$ cat src/sv/mlp_pkg.sv
//------------------------------------------------------------------------------
// mlp_pkg
// Shared types and constants of the metadata line parser.
//------------------------------------------------------------------------------
`default_nettype none
package mlp_pkg;
   localparam int NAME_MAX_DEFAULT = 4095;
   localparam int HASH_BYTES_DEFAULT = 32;

   localparam logic [1:0] KIND_NAME = 2'd0;
   localparam logic [1:0] KIND_NUM  = 2'd1;
   localparam logic [1:0] KIND_HASH = 2'd2;
   localparam logic [1:0] KIND_END  = 2'd3;

   localparam logic [1:0] ST_OK   = 2'd0;
   localparam logic [1:0] ST_SYN  = 2'd1;
   localparam logic [1:0] ST_LONG = 2'd2;

   localparam logic CSR_CHECKSUM = 1'b0;
   localparam logic CSR_HASHMODE = 1'b1;

   typedef enum logic [2:0] {
      PH_NAME, PH_NUM_FIRST, PH_NUM_REST, PH_HASH1, PH_MID, PH_HASH2, PH_END, PH_SKIP
   } phase_type;

   // One result word.
   typedef struct packed {
      logic [1:0]  kind;
      logic [11:0] index;
      logic [63:0] value;
      logic [1:0]  status;
      logic        hash_present;
      logic        last;
   } result_type;

   // Classified byte from the front end.
   typedef struct packed {
      logic [7:0] data;
      logic       is_digit;
      logic       is_hex;
      logic [3:0] nib;
      logic       is_nl;
      logic       is_space;
      logic       is_bslash;
      logic       is_sign;
      logic       is_zero;
   } class_type;
endpackage
`default_nettype wire

$ cat src/sv/mlp_front.sv
//------------------------------------------------------------------------------
// mlp_front
// Accepts input bytes, classifies them and queues them for the back end.
//------------------------------------------------------------------------------
`default_nettype none
module mlp_front import mlp_pkg::*; (
   input  wire logic       clock,
   input  wire logic       reset,
   input  wire logic       push,
   output logic            full,
   input  wire logic [7:0] line_byte,
   output logic            q_valid,
   output class_type       q_word,
   input  wire logic       q_take
);
   class_type cls;
   class_type buf_ff [2];
   logic [1:0] cnt_ff, cnt_in;
   logic       wp_ff, wp_in, rp_ff, rp_in;
   logic       acc;

   // Classify the byte.
   always_comb begin
      cls.data      = line_byte;
      cls.is_digit  = (line_byte >= 8'h30) && (line_byte <= 8'h39);
      cls.is_nl     = (line_byte == 8'h0a);
      cls.is_space  = (line_byte == 8'h20);
      cls.is_bslash = (line_byte == 8'h5c);
      cls.is_sign   = (line_byte == 8'h2b) || (line_byte == 8'h2d);
      cls.is_zero   = (line_byte == 8'h00);
      cls.is_hex    = 1'b1;
      cls.nib       = 4'd0;
      if (cls.is_digit) begin
         cls.nib = line_byte[3:0];
      end else if ((line_byte >= 8'h61 && line_byte <= 8'h66) ||
                   (line_byte >= 8'h41 && line_byte <= 8'h46)) begin
         cls.nib = line_byte[3:0] + 4'd9;
      end else begin
         cls.is_hex = 1'b0;
      end
   end

   // Two-entry queue.
   assign full    = cnt_ff[1];
   assign acc     = push && !full;
   assign q_valid = (cnt_ff != 2'd0);
   assign q_word  = buf_ff[rp_ff];

   always_comb begin
      cnt_in = cnt_ff + {1'b0, acc} - {1'b0, q_take};
      wp_in  = wp_ff ^ acc;
      rp_in  = rp_ff ^ q_take;
   end

   always_ff @(posedge clock) begin
      if (reset) begin
         cnt_ff <= 2'd0;
         wp_ff  <= 1'b0;
         rp_ff  <= 1'b0;
      end else begin
         cnt_ff <= cnt_in;
         wp_ff  <= wp_in;
         rp_ff  <= rp_in;
      end
      if (acc) begin
         buf_ff[wp_ff] <= cls;
      end
   end
endmodule
`default_nettype wire

$ cat src/sv/mlp_back.sv
//------------------------------------------------------------------------------
// mlp_back
// Line state machine; emits up to two result words per byte into a queue.
//------------------------------------------------------------------------------
`default_nettype none
module mlp_back import mlp_pkg::*; #(
   parameter int NAME_MAX_BYTES = NAME_MAX_DEFAULT,
   parameter int HASH_BYTES = HASH_BYTES_DEFAULT
) (
   input  wire logic  clock,
   input  wire logic  reset,
   input  wire logic  checksum_required,
   input  wire logic  hash_file_mode,
   input  wire logic  q_valid,
   input  class_type  q_word,
   output logic       q_take,
   output logic       empty,
   input  wire logic  pop,
   output result_type rsp
);
   localparam logic [6:0] HEX_LAST = 7'(2 * HASH_BYTES - 1);
   localparam logic [63:0] SMAX = 64'h7FFF_FFFF_FFFF_FFFF;
   localparam logic [63:0] SMIN = 64'h8000_0000_0000_0000;
   localparam logic [63:0] ULIM = 64'h1999_9999_9999_9999;

   phase_type   ph_ff, ph_in;
   logic        esc_ff, esc_in;
   logic [12:0] nc_ff, nc_in;
   logic [3:0]  fn_ff, fn_in;
   logic [63:0] acc_ff, acc_in;
   logic        neg_ff, neg_in, dig_ff, dig_in, ovf_ff, ovf_in;
   logic [6:0]  hc_ff, hc_in;
   logic [3:0]  hn_ff, hn_in;
   logic [1:0]  err_ff, err_in;

   result_type  r0, r1, nv;
   logic        e0, e1;
   logic [63:0] x10, sum;
   logic        carry, mulovf;
   logic [3:0]  last_fn;

   // Output queue of four words.
   result_type  oq_ff [4];
   logic [2:0]  oc_ff, oc_in;
   logic [1:0]  ow_ff, or_ff;
   logic        opop;
   logic [1:0]  nput;

   assign empty  = (oc_ff == 3'd0);
   assign rsp    = oq_ff[or_ff];
   assign opop   = pop && !empty;
   assign q_take = q_valid && (oc_ff <= 3'd2);

   // Decimal step: acc * 10 + digit with overflow detection.
   always_comb begin
      x10 = {acc_ff[60:0], 3'b000} + {acc_ff[62:0], 1'b0};
      {carry, sum} = {1'b0, x10} + {61'd0, q_word.data[3:0]};
      mulovf = (acc_ff > ULIM) || carry;
   end

   // Signed or unsigned finished number.
   always_comb begin
      nv = '0;
      nv.kind  = KIND_NUM;
      nv.index = {8'd0, fn_ff};
      if (fn_ff == 4'd1 || fn_ff == 4'd4) begin
         nv.value = ovf_ff ? '1 : (neg_ff ? 64'd0 - acc_ff : acc_ff);
      end else if (!neg_ff) begin
         nv.value = (ovf_ff || acc_ff > SMAX) ? SMAX : acc_ff;
      end else begin
         nv.value = (ovf_ff || acc_ff > SMIN) ? SMIN : 64'd0 - acc_ff;
      end
   end

   // Line state machine.
   always_comb begin
      ph_in = ph_ff; esc_in = esc_ff; nc_in = nc_ff; fn_in = fn_ff;
      acc_in = acc_ff; neg_in = neg_ff; dig_in = dig_ff; ovf_in = ovf_ff;
      hc_in = hc_ff; hn_in = hn_ff; err_in = err_ff;
      r0 = '0; r1 = '0; e0 = 1'b0; e1 = 1'b0;
      last_fn = hash_file_mode ? 4'd7 : 4'd9;
      if (q_take) begin
         // The line end word; slot chosen below.
         r1.kind = KIND_END;
         r1.last = 1'b1;
         r1.status = ST_SYN;
         case (ph_ff)
            PH_NAME: begin
               if (q_word.is_nl) begin
                  e1 = 1'b1;
               end else if (esc_ff) begin
                  if (q_word.is_zero) begin
                     ph_in = PH_SKIP; err_in = ST_SYN;
                  end else if (nc_ff >= 13'(NAME_MAX_BYTES)) begin
                     ph_in = PH_SKIP; err_in = ST_LONG;
                  end else begin
                     e0 = 1'b1; r0.index = nc_ff[11:0];
                     r0.value = {56'd0, q_word.data};
                     nc_in = nc_ff + 13'd1; esc_in = 1'b0;
                  end
               end else if (q_word.is_space) begin
                  ph_in = PH_NUM_FIRST; fn_in = 4'd0;
                  acc_in = '0; neg_in = 1'b0; dig_in = 1'b0; ovf_in = 1'b0;
               end else if (nc_ff >= 13'(NAME_MAX_BYTES)) begin
                  ph_in = PH_SKIP; err_in = ST_LONG;
               end else if (q_word.is_zero) begin
                  ph_in = PH_SKIP; err_in = ST_SYN;
               end else if (q_word.is_bslash) begin
                  esc_in = 1'b1;
               end else begin
                  e0 = 1'b1; r0.index = nc_ff[11:0];
                  r0.value = {56'd0, q_word.data};
                  nc_in = nc_ff + 13'd1;
               end
            end
            PH_NUM_FIRST, PH_NUM_REST: begin
               if (q_word.is_digit) begin
                  if (!ovf_ff) begin
                     if (mulovf) ovf_in = 1'b1;
                     else acc_in = sum;
                  end
                  dig_in = 1'b1; ph_in = PH_NUM_REST;
               end else if (ph_ff == PH_NUM_FIRST && q_word.is_sign) begin
                  neg_in = q_word.data[2];
                  ph_in = PH_NUM_REST;
               end else if (q_word.is_space || q_word.is_nl) begin
                  if (!dig_ff) begin
                     if (q_word.is_nl) e1 = 1'b1;
                     else begin ph_in = PH_SKIP; err_in = ST_SYN; end
                  end else begin
                     e0 = 1'b1; r0 = nv;
                     if (fn_ff < last_fn) begin
                        if (q_word.is_nl) e1 = 1'b1;
                        else begin
                           fn_in = fn_ff + 4'd1; ph_in = PH_NUM_FIRST;
                           acc_in = '0; neg_in = 1'b0; dig_in = 1'b0; ovf_in = 1'b0;
                        end
                     end else if (q_word.is_nl) begin
                        e1 = 1'b1;
                        r1.status = checksum_required ? ST_SYN : ST_OK;
                     end else if (checksum_required || hash_file_mode) begin
                        ph_in = PH_HASH1; hc_in = '0;
                     end else begin
                        ph_in = PH_SKIP; err_in = ST_SYN;
                     end
                  end
               end else begin
                  ph_in = PH_SKIP; err_in = ST_SYN;
               end
            end
            PH_HASH1, PH_HASH2: begin
               if (q_word.is_nl) begin
                  e1 = 1'b1;
               end else if (!q_word.is_hex) begin
                  ph_in = PH_SKIP; err_in = ST_SYN;
               end else begin
                  if (!hc_ff[0]) hn_in = q_word.nib;
                  else begin
                     e0 = 1'b1; r0.kind = KIND_HASH;
                     r0.index = 12'((ph_ff == PH_HASH2) ? HASH_BYTES : 0) +
                                {6'd0, hc_ff[6:1]};
                     r0.value = {56'd0, hn_ff, q_word.nib};
                  end
                  hc_in = hc_ff + 7'd1;
                  if (hc_ff == HEX_LAST) begin
                     hc_in = '0;
                     ph_in = (ph_ff == PH_HASH1) ? PH_MID : PH_END;
                  end
               end
            end
            PH_MID: begin
               if (q_word.is_nl) e1 = 1'b1;
               else if (q_word.is_space) ph_in = PH_HASH2;
               else begin ph_in = PH_SKIP; err_in = ST_SYN; end
            end
            PH_END: begin
               if (q_word.is_nl) begin
                  e1 = 1'b1; r1.status = ST_OK; r1.hash_present = 1'b1;
               end else begin
                  ph_in = PH_SKIP; err_in = ST_SYN;
               end
            end
            default: begin
               if (q_word.is_nl) begin
                  e1 = 1'b1;
                  r1.status = (err_ff != 2'd0) ? err_ff : ST_SYN;
               end
            end
         endcase
         if (e1) begin
            ph_in = PH_NAME; esc_in = 1'b0; nc_in = '0; fn_in = '0;
            acc_in = '0; neg_in = 1'b0; dig_in = 1'b0; ovf_in = 1'b0;
            hc_in = '0; hn_in = '0; err_in = '0;
         end
      end
      nput = {1'b0, e0} + {1'b0, e1};
      oc_in = oc_ff + {1'b0, nput} - {2'd0, opop};
   end

   always_ff @(posedge clock) begin
      if (reset) begin
         ph_ff <= PH_NAME; esc_ff <= 1'b0; nc_ff <= '0; fn_ff <= '0;
         neg_ff <= 1'b0; dig_ff <= 1'b0; ovf_ff <= 1'b0; acc_ff <= '0;
         hc_ff <= '0; hn_ff <= '0; err_ff <= '0;
         oc_ff <= '0; ow_ff <= '0; or_ff <= '0;
      end else begin
         ph_ff <= ph_in; esc_ff <= esc_in; nc_ff <= nc_in; fn_ff <= fn_in;
         neg_ff <= neg_in; dig_ff <= dig_in; ovf_ff <= ovf_in; acc_ff <= acc_in;
         hc_ff <= hc_in; hn_ff <= hn_in; err_ff <= err_in;
         oc_ff <= oc_in; ow_ff <= ow_ff + nput; or_ff <= or_ff + {1'b0, opop};
      end
      if (e0) begin
         oq_ff[ow_ff] <= r0;
      end
      if (e1) begin
         oq_ff[ow_ff + {1'b0, e0}] <= r1;
      end
   end
endmodule
`default_nettype wire

$ cat src/sv/metadata_line_parser_core.sv
//------------------------------------------------------------------------------
// metadata_line_parser_core
// Byte-stream parser for metadata lines: filename, decimal fields, hashes.
//------------------------------------------------------------------------------
// A byte is registered in the front queue; the back end takes it from there and
// registers its result words in the result queue that drives the result ports.
// Throughput: one byte per cycle while the back end's four-word result queue
// has room for two words (a byte gives up to two words); else the byte waits.
// Reset: synchronous; clears both queues, the line state and both registers.
`default_nettype none
module metadata_line_parser_core import mlp_pkg::*; #(
   parameter int NAME_MAX_BYTES = NAME_MAX_DEFAULT,
   parameter int HASH_BYTES = HASH_BYTES_DEFAULT
) (
   input  wire logic        clock,
   input  wire logic        reset,
   input  wire logic        push,
   output logic             full,
   input  wire logic [7:0]  req_line_byte,
   output logic             empty,
   input  wire logic        pop,
   output logic [1:0]       rsp_item_kind,
   output logic [11:0]      rsp_item_index,
   output logic [63:0]      rsp_item_value,
   output logic [1:0]       rsp_line_status,
   output logic             rsp_hash_present,
   output logic             rsp_last_of_line,
   input  wire logic        csr_valid,
   output logic             csr_ready,
   input  wire logic        csr_index,
   input  wire logic        csr_data
);
   logic       cks_ff, hfm_ff;
   logic       q_valid, q_take;
   class_type  q_word;
   result_type rsp;

   // Configuration registers; indexes beyond the list are ignored.
   assign csr_ready = 1'b1;
   always_ff @(posedge clock) begin
      if (reset) begin
         cks_ff <= 1'b0;
         hfm_ff <= 1'b0;
      end else if (csr_valid) begin
         if (csr_index == CSR_CHECKSUM) cks_ff <= csr_data;
         if (csr_index == CSR_HASHMODE) hfm_ff <= csr_data;
      end
   end

   mlp_front u_front (
      .clock, .reset, .push, .full, .line_byte(req_line_byte),
      .q_valid, .q_word, .q_take
   );

   mlp_back #(.NAME_MAX_BYTES(NAME_MAX_BYTES), .HASH_BYTES(HASH_BYTES)) u_back (
      .clock, .reset, .checksum_required(cks_ff), .hash_file_mode(hfm_ff),
      .q_valid, .q_word, .q_take, .empty, .pop, .rsp
   );

   assign rsp_item_kind    = rsp.kind;
   assign rsp_item_index   = rsp.index;
   assign rsp_item_value   = rsp.value;
   assign rsp_line_status  = rsp.status;
   assign rsp_hash_present = rsp.hash_present;
   assign rsp_last_of_line = rsp.last;

   // A line end word always carries the last flag.
   a_end_last: assert property (@(posedge clock) disable iff (reset)
      !empty && rsp_item_kind == KIND_END |-> rsp_last_of_line)
      else $error("line end without last flag");
   // Hash flag only on an ok line end.
   a_hash_ok: assert property (@(posedge clock) disable iff (reset)
      !empty && rsp_hash_present |-> rsp_line_status == ST_OK && rsp_last_of_line)
      else $error("hash flag on bad word");
   // A word that is not taken stays.
   a_hold: assert property (@(posedge clock) disable iff (reset)
      !empty && !pop |=> !empty && $stable(rsp_item_value))
      else $error("result changed while stalled");
endmodule
`default_nettype wire

$ cat config.mk
export PLATFORM = sky130hd
export DESIGN_NAME = metadata_line_parser_core
export DESIGN_NICKNAME = d
export VERILOG_FILES = /design/src/sv/mlp_pkg.sv /design/src/sv/mlp_front.sv /design/src/sv/mlp_back.sv /design/src/sv/metadata_line_parser_core.sv
export SDC_FILE = /design/constraint.sdc
export NUM_CORES = 1
export LEC_CHECK = 0
export BUFFER_PORTS_ARGS = -buffer_cell sky130_fd_sc_hd__buf_4
export CAP_MARGIN = 15
export CORE_ASPECT_RATIO = 1.75
export CORE_MARGIN = 2
export CORE_UTILIZATION = 45
export CTS_BUF_LIST = sky130_fd_sc_hd__clkbuf_4
export DETAILED_ROUTE_END_ITERATION = 6
export GPL_ROUTABILITY_DRIVEN = 0
export HOLD_SLACK_MARGIN = 0.12
export MAX_ROUTING_LAYER = met4
export PLACE_DENSITY = 0.66
export SLEW_MARGIN = 20
export SYNTH_ARGS = -nofsm -noshare
export SYNTH_HDL_FRONTEND = slang
export SYNTH_SLANG_ARGS = --single-unit
$ cat constraint.sdc
create_clock -name clock -period 5.35 [get_ports clock]
set_input_delay 0.2675 -clock clock [delete_from_list [all_inputs] [get_ports clock]]
set_output_delay 0.2675 -clock clock [all_outputs]
set_load 0.05 [all_outputs]
# [Word level (Yosys, flattened, before mapping)]
# Memories as Yosys holds them, arrays and structs flattened. A register that Yosys moved wholly into a read port is not among the register bits.
# Cells that the tools add are included.
[op_classes] addsub=16 n_mul=0 n_div=0 order_cmp=12 n_eq_ne=56 shift=0 mux=207 bitwise=3 n_reduce_logical=44
[op_table] op="$mux 64" count=18
[op_table] op="$mux 76" count=8
[op_table] op="$mux 82" count=4
[op_table] op="$mux 78" count=3
[op_table] op="$pmux 76 s3" count=1
[op_table] op="$mux 13" count=10
[op_table] op="$pmux 64 s2" count=1
[op_table] op="$mux 81" count=1
[op_table] op="$mux 4" count=20
[op_table] op="$mux 7" count=11
[op_table] op="$mux 2" count=33
[op_table] op="$add 64x4->65" count=1
[op_table] op="$mux 1" count=65
[op_table] op="$add 64x64->64" count=1
[op_table] op="$gt 64x61->1 const B" count=1
[op_table] op="$gt 64x63->1 const B" count=1
[op_table] op="$gt 64x64->1 const B" count=1
[op_table] op="$sub 1x64->64 const A" count=1
[op_table] op="$mux 3" count=21
[op_table] op="$ne 3x3->1 const B" count=11
[op_table] op="$ne 4x4->1 const B" count=7
[op_table] op="$eq 8x6->1 const B" count=3
[op_table] op="$ne 3x1->1 const B" count=8
[op_table] op="$reduce_and 11->1" count=2
[op_table] op="63 further kinds" count=105
[totals] ff_bits=114 latch_bits=0 ram_bits=366 mem_bits_ro=0 input_bits=15 out_inout_bits=85 wordCells=359 n_memories=2
[memory_table] name="u_back.oq_ff" words=4 width=82 rd=1 rd_clocked_by_memory_dff=1 wr=2 line_no="mlp_back.sv:43" rtl="result_type oq_ff [4];"
[memory_table] name="u_front.buf_ff" words=2 width=19 rd=1 rd_clocked_by_memory_dff=1 wr=1 line_no="mlp_front.sv:17" rtl="class_type buf_ff [2];"

# [Depth between registers and ports, before layout]
[logic_depth] word_depth=11 depth_mapped=17

# [By module]
# Synthesis repeated with hierarchy kept, for this count alone.
[hier_totals] cells_unflattened=3576 hier_area_um2=28716.3
[by_module_without_submodules] module="mlp_back" n_inst=1 cells_per_inst=3448 area_per_inst_um2=26740.6 seq_area_each_um2=8968.6
[by_module_without_submodules] module="mlp_front" n_inst=1 cells_per_inst=117 area_per_inst_um2=1871.8 seq_area_each_um2=1221.2
[by_module_without_submodules] module="metadata_line_parser_core" n_inst=1 cells_per_inst=11 area_per_inst_um2=103.8 seq_area_each_um2=40.0

# [Worst setup path after synthesis]
# OpenSTA, ideal clock, no wires.
[synth_path] kind="register to register" start="register u_back.acc_ff[2]" end="register u_back.acc_ff[53]" setup_ns=0.101 arrival_time_ns=3.984 slack_ns=1.265 stages_incl_launch_ff=17 period_less_slack_ns=4.085 cell_sequence="dfxtp_1 ha_1 inv_1 fa_1 and2b_1 o2111ai_2 a21boi_2 o2111ai_2 o211ai_2 xor2_1 and3_1 nand4b_4 nor4_4 a31oi_4 buf_6 or3b_1 o41ai_1"
[synth_between] elab_chain_len=7 word_cells_on_any_way=11 classes_between="2 x add/sub; 1 x order compare; 1 x eq/ne; 5 x mux; 2 x reduce/logical"
[synth_rtl] element="start, declared" line_no="mlp_back.sv:30" rtl="logic [63:0] acc_ff, acc_in;"
[synth_rtl] element="start signal, assigned" line_no="mlp_back.sv:208" rtl="neg_ff <= neg_in; dig_ff <= dig_in; ovf_ff <= ovf_in; acc_ff <= acc_in;"
[synth_rtl] element="$add 64x64->64" line_no="mlp_back.sv:56" rtl="x10 = {acc_ff[60:0], 3'b000} + {acc_ff[62:0], 1'b0};"
[synth_rtl] element="$add 64x4->65" line_no="mlp_back.sv:57" rtl="{carry, sum} = {1'b0, x10} + {61'd0, q_word.data[3:0]};"
[synth_rtl] element="$mux 64" line_no="mlp_back.sv:119" rtl="if (mulovf) ovf_in = 1'b1;"
[synth_rtl] element="$mux 64" line_no="mlp_back.sv:118" rtl="if (!ovf_ff) begin"
[synth_rtl] element="$mux 64" line_no="mlp_back.sv:117" rtl="if (q_word.is_digit) begin"
[synth_rtl] element="$pmux 64 s2" line_no="mlp_back.sv:87" rtl="case (ph_ff)"
[synth_rtl] element="$mux 64" line_no="mlp_back.sv:190" rtl="if (e1) begin"
# Parallel ways exist; a longest one is shown, timed or not. The select of a mux whose other input is x is not followed.
# A chain may end at the register's enable or synchronous reset.

# [Final worst setup path]
[layout_path] start="register u_back.acc_ff[9]" end="register u_back.acc_ff[57]"
# The elaborated chain is that of the path after synthesis.

==> results.json <==
{
  "peakVddDrop_mv": 0.262,
  "synth_cells": 3785,
  "dp_hpwl_mm": 67.0,
  "clk_pin_slew_ps": 70,
  "core-area_mm2": 0.0660,
  "hp-class": "in -> reg",
  "clock-sinks": 480,
  "cts_tree": "yes",
  "worstReg2RegEnd": "u_back.acc_ff[57]",
  "numPortBuffers": 98,
  "grt_pass1_wl_mm": 147,
  "cpPeakStageDelay_ps": 650,
  "grt_pass1_vias": 27100,
  "crit_cells": 13,
  "chipWidth_um": 199,
  "worst_slew_pin_slew_ps": 1020,
  "crit_chain": "ha_1, a21oi_1, o22ai_1, o21ai_1, nand3_1, nand2_1, xor2_1, nor4b_4, and4_1, nor4b_2, nand3_1, xnor2_1, a22o_1",
  "synth.cell_area_mm2": 0.0299,
  "ys_seq_area_frac": 0.342,
  "drive_gt1_frac": 0.141,
  "dpl.cell_count": 4572,
  "die_h_um": 345,
  "critPathCapture": "u_back.acc_ff[57]",
  "rrSetupSlack_ps": 350,
  "yosys-top-cells-area": "dfxtp_1 28%, a21oi_1 8.7%, nor2_1 6.8%, nand2_1 6.8%, edfxtp_1 6.2%",
  "synth_flop_cell": "dfxtp_1",
  "status": "complete, no violations",
  "fin_nets": 3916,
  "finalPower_uw": 9650,
  "antenna_left": 0,
  "nFillCells": 6498,
  "cpMostUsedCell": "nand3_1",
  "fin_ws_ps": 346,
  "tns_ps": 0,
  "synth_nets": 3892,
  "pre_cts_ws_ps": 455,
  "reg2reg_depth": 13,
  "period_needed_ps": 5000,
  "clockRootBuffer": "clkbuf_4",
  "wirelength_mm": 94.1,
  "antenna_found_initial": 1,
  "grt_usage": 0.277,
  "slew_headroom": 0.313,
  "r2r_start": "u_back.acc_ff[9]",
  "yosys.area.top_type": "dfxtp_1",
  "post_drt_via_cell_ratio": 5.92,
  "finalSetupViolCount": 0,
  "fmax_mhz": 200,
  "setup.worst_path.start_class": "flip-flop",
  "vias": 28400,
  "ys_async_sr_fraction": 0,
  "p_leak_uw": 0.0123,
  "cts_made_buffers": 108,
  "synth_edf_count": 62,
  "max-cap-violations": 0,
  "worstSkewPairLatency_ps": 870,
  "grt.overflow.total": 0,
  "critPathRequiredTime_ps": 6110,
  "drt_iter0_drc": 2160,
  "wl_per_cell_um": 19.7,
  "synth_top_cell_area_share": 0.280,
  "endpoint_kind": "flip-flop",
  "drc": 0,
  "synth_most_common_cell": "nor2_1",
  "num_io_pins": 100,
  "syn_to_final_growth_pct": 10.4,
  "cp_slowest_cell": "nor4b_2",
  "grt_max_degree": 89,
  "startpoint": "u_back.acc_ff[9]",
  "period_share": 0.935,
  "ys_types": 118,
  "first_pass_iters": 7,
  "synthTopCellsByCount": "544 x nor2_1, 540 x nand2_1, 521 x a21oi_1, 418 x dfxtp_1, 205 x clkbuf_1",
  "rsz0062_at_grt": "false",
  "crit_buf_inv": 0,
  "cts_max_level": 3,
  "ys_ff_latch": 480,
  "syn_area_per_cell_um2": 7.90,
  "fin_cells": 4788,
  "slew_viol_final": 0,
  "ctsHoldBuffers": 16,
  "clock_path_buffers": 3,
  "worstSetupPathType": "reg -> reg",
  "hold_violations": 0,
  "post_cts_buffers": 0,
  "cp_top_family": "simple AND/OR/NAND/NOR gates",
  "ys_warn_count": 0,
  "placement_rows": 125,
  "powerDensity_mw_per_mm2": 292,
  "dieArea_mm2": 0.0686,
  "arrival_ps": 5770,
  "path_max_fanout": 12,
  "fin_skew_ps": 75.1,
  "cts_resized": 0,
  "initial_utilization": 0.453
}
-- area by class of cell --
cell class,instances,area [µm²],area share
sequential,480,10200,0.310
tap,889,1110,0.0337
inverter,53,199,0.00603
timing repair buffer,192,1570,0.0475
multi-input combinational,2974,18400,0.557
clock buffer,158,1190,0.0359
clock inverter,40,300,0.00910
antenna,2,5.00,0.000152
-- flip-flops by register name (all words and copies together) (netlist names), 3 cells and up --
| name | flops |
|---|---|
| u_back.oq_ff | 328 |
| u_back.acc_ff | 64 |
| u_front.buf_ff | 38 |
| u_back.nc_ff | 13 |
| u_back.hc_ff | 7 |
| u_back.fn_ff | 4 |
| u_back.hn_ff | 4 |
| u_back.oc_ff | 3 |
| u_back.ph_ff | 3 |
-- cell families after synthesis --
family / count (synthesis) / synth area share
xor+xnor: 149 / 0.0441
simple gates: 1594 / 0.247
compound gates: 1005 / 0.203
flops: 480 / 0.342
other cells: 1 / 0.000125
buf+inv: 331 / 0.0440
mux: 132 / 0.0797
fa+ha+maj: 93 / 0.0396
-- power breakdown --
group | total, µW | switching [µW] | internal, µW
Combinational | 2610 | 1710 | 906
Clock | 3100 | 1490 | 1600
Sequential | 3940 | 152 | 3790
-- cell usage in the layout (no fill, tap or decap), types with 14 or more instances in the layout --
master           n
nor2_1         543
or3_1           39
o31ai_1         17
nor2b_1         17
o21a_1          14
a211oi_1        47
nand3_1        106
inv_1           46
o21ai_1         16
xnor2_1         79
mux4_2          82
o22ai_1         28
nor4_1          18
ha_1            89
dlygate4sd3_1   16
a21oi_1        521
and2_1          24
xor2_1          68
mux2i_1         22
o211ai_1        14
clkinv_1        29
dfxtp_1        415
nand4_1         61
clkbuf_4       158
nor3_1          70
a31oi_1         20
mux2_2          28
a21o_1          35
buf_4          169
nand2_1        539
edfxtp_1        62
o21ai_0        137
nand2b_1        57
-- layer usage --
| metal | track usage | vias to the layer above | wire, µm | part of all wire |
|---|---|---|---|---|
| li1 | - | 13600 | - | - |
| met1 | 0.311 | 13500 | 36800 | 0.39 |
| met2 | 0.478 | 995 | 47600 | 0.51 |
| met3 | 0.0294 | 272 | 4590 | 0.049 |
| met4 | 0.149 | 0 | 5150 | 0.055 |
| met5 | - | - | 0 | 0 |
-- metrics by stage --
stage               hold slack (ps)  area, µm²   util
global placement                438      31400  0.475
floorplan                       366      29900      -
CTS                             125      33000  0.500
global route                    151      33000  0.500
detailed placement              445      31400  0.475
finish                          188      33000  0.500
-- worst min-delay path by stage --
stage | endpoint | depth (start not counted) | from
final | u_front.buf_ff[0][17] | 2 | req_line_byte[6]
after global routing | u_front.buf_ff[0][17] | 2 | req_line_byte[6]
after CTS | u_front.buf_ff[0][17] | 2 | req_line_byte[6]
after detailed placement | u_back.oq_ff[2][16] | 2 | u_back.oq_ff[2][16]
after global placement | u_back.oq_ff[2][16] | 2 | u_back.oq_ff[2][16]
after floorplan | u_front.buf_ff[0][11] | 0 | req_line_byte[0]
Power figures use the tool's default switching activity.
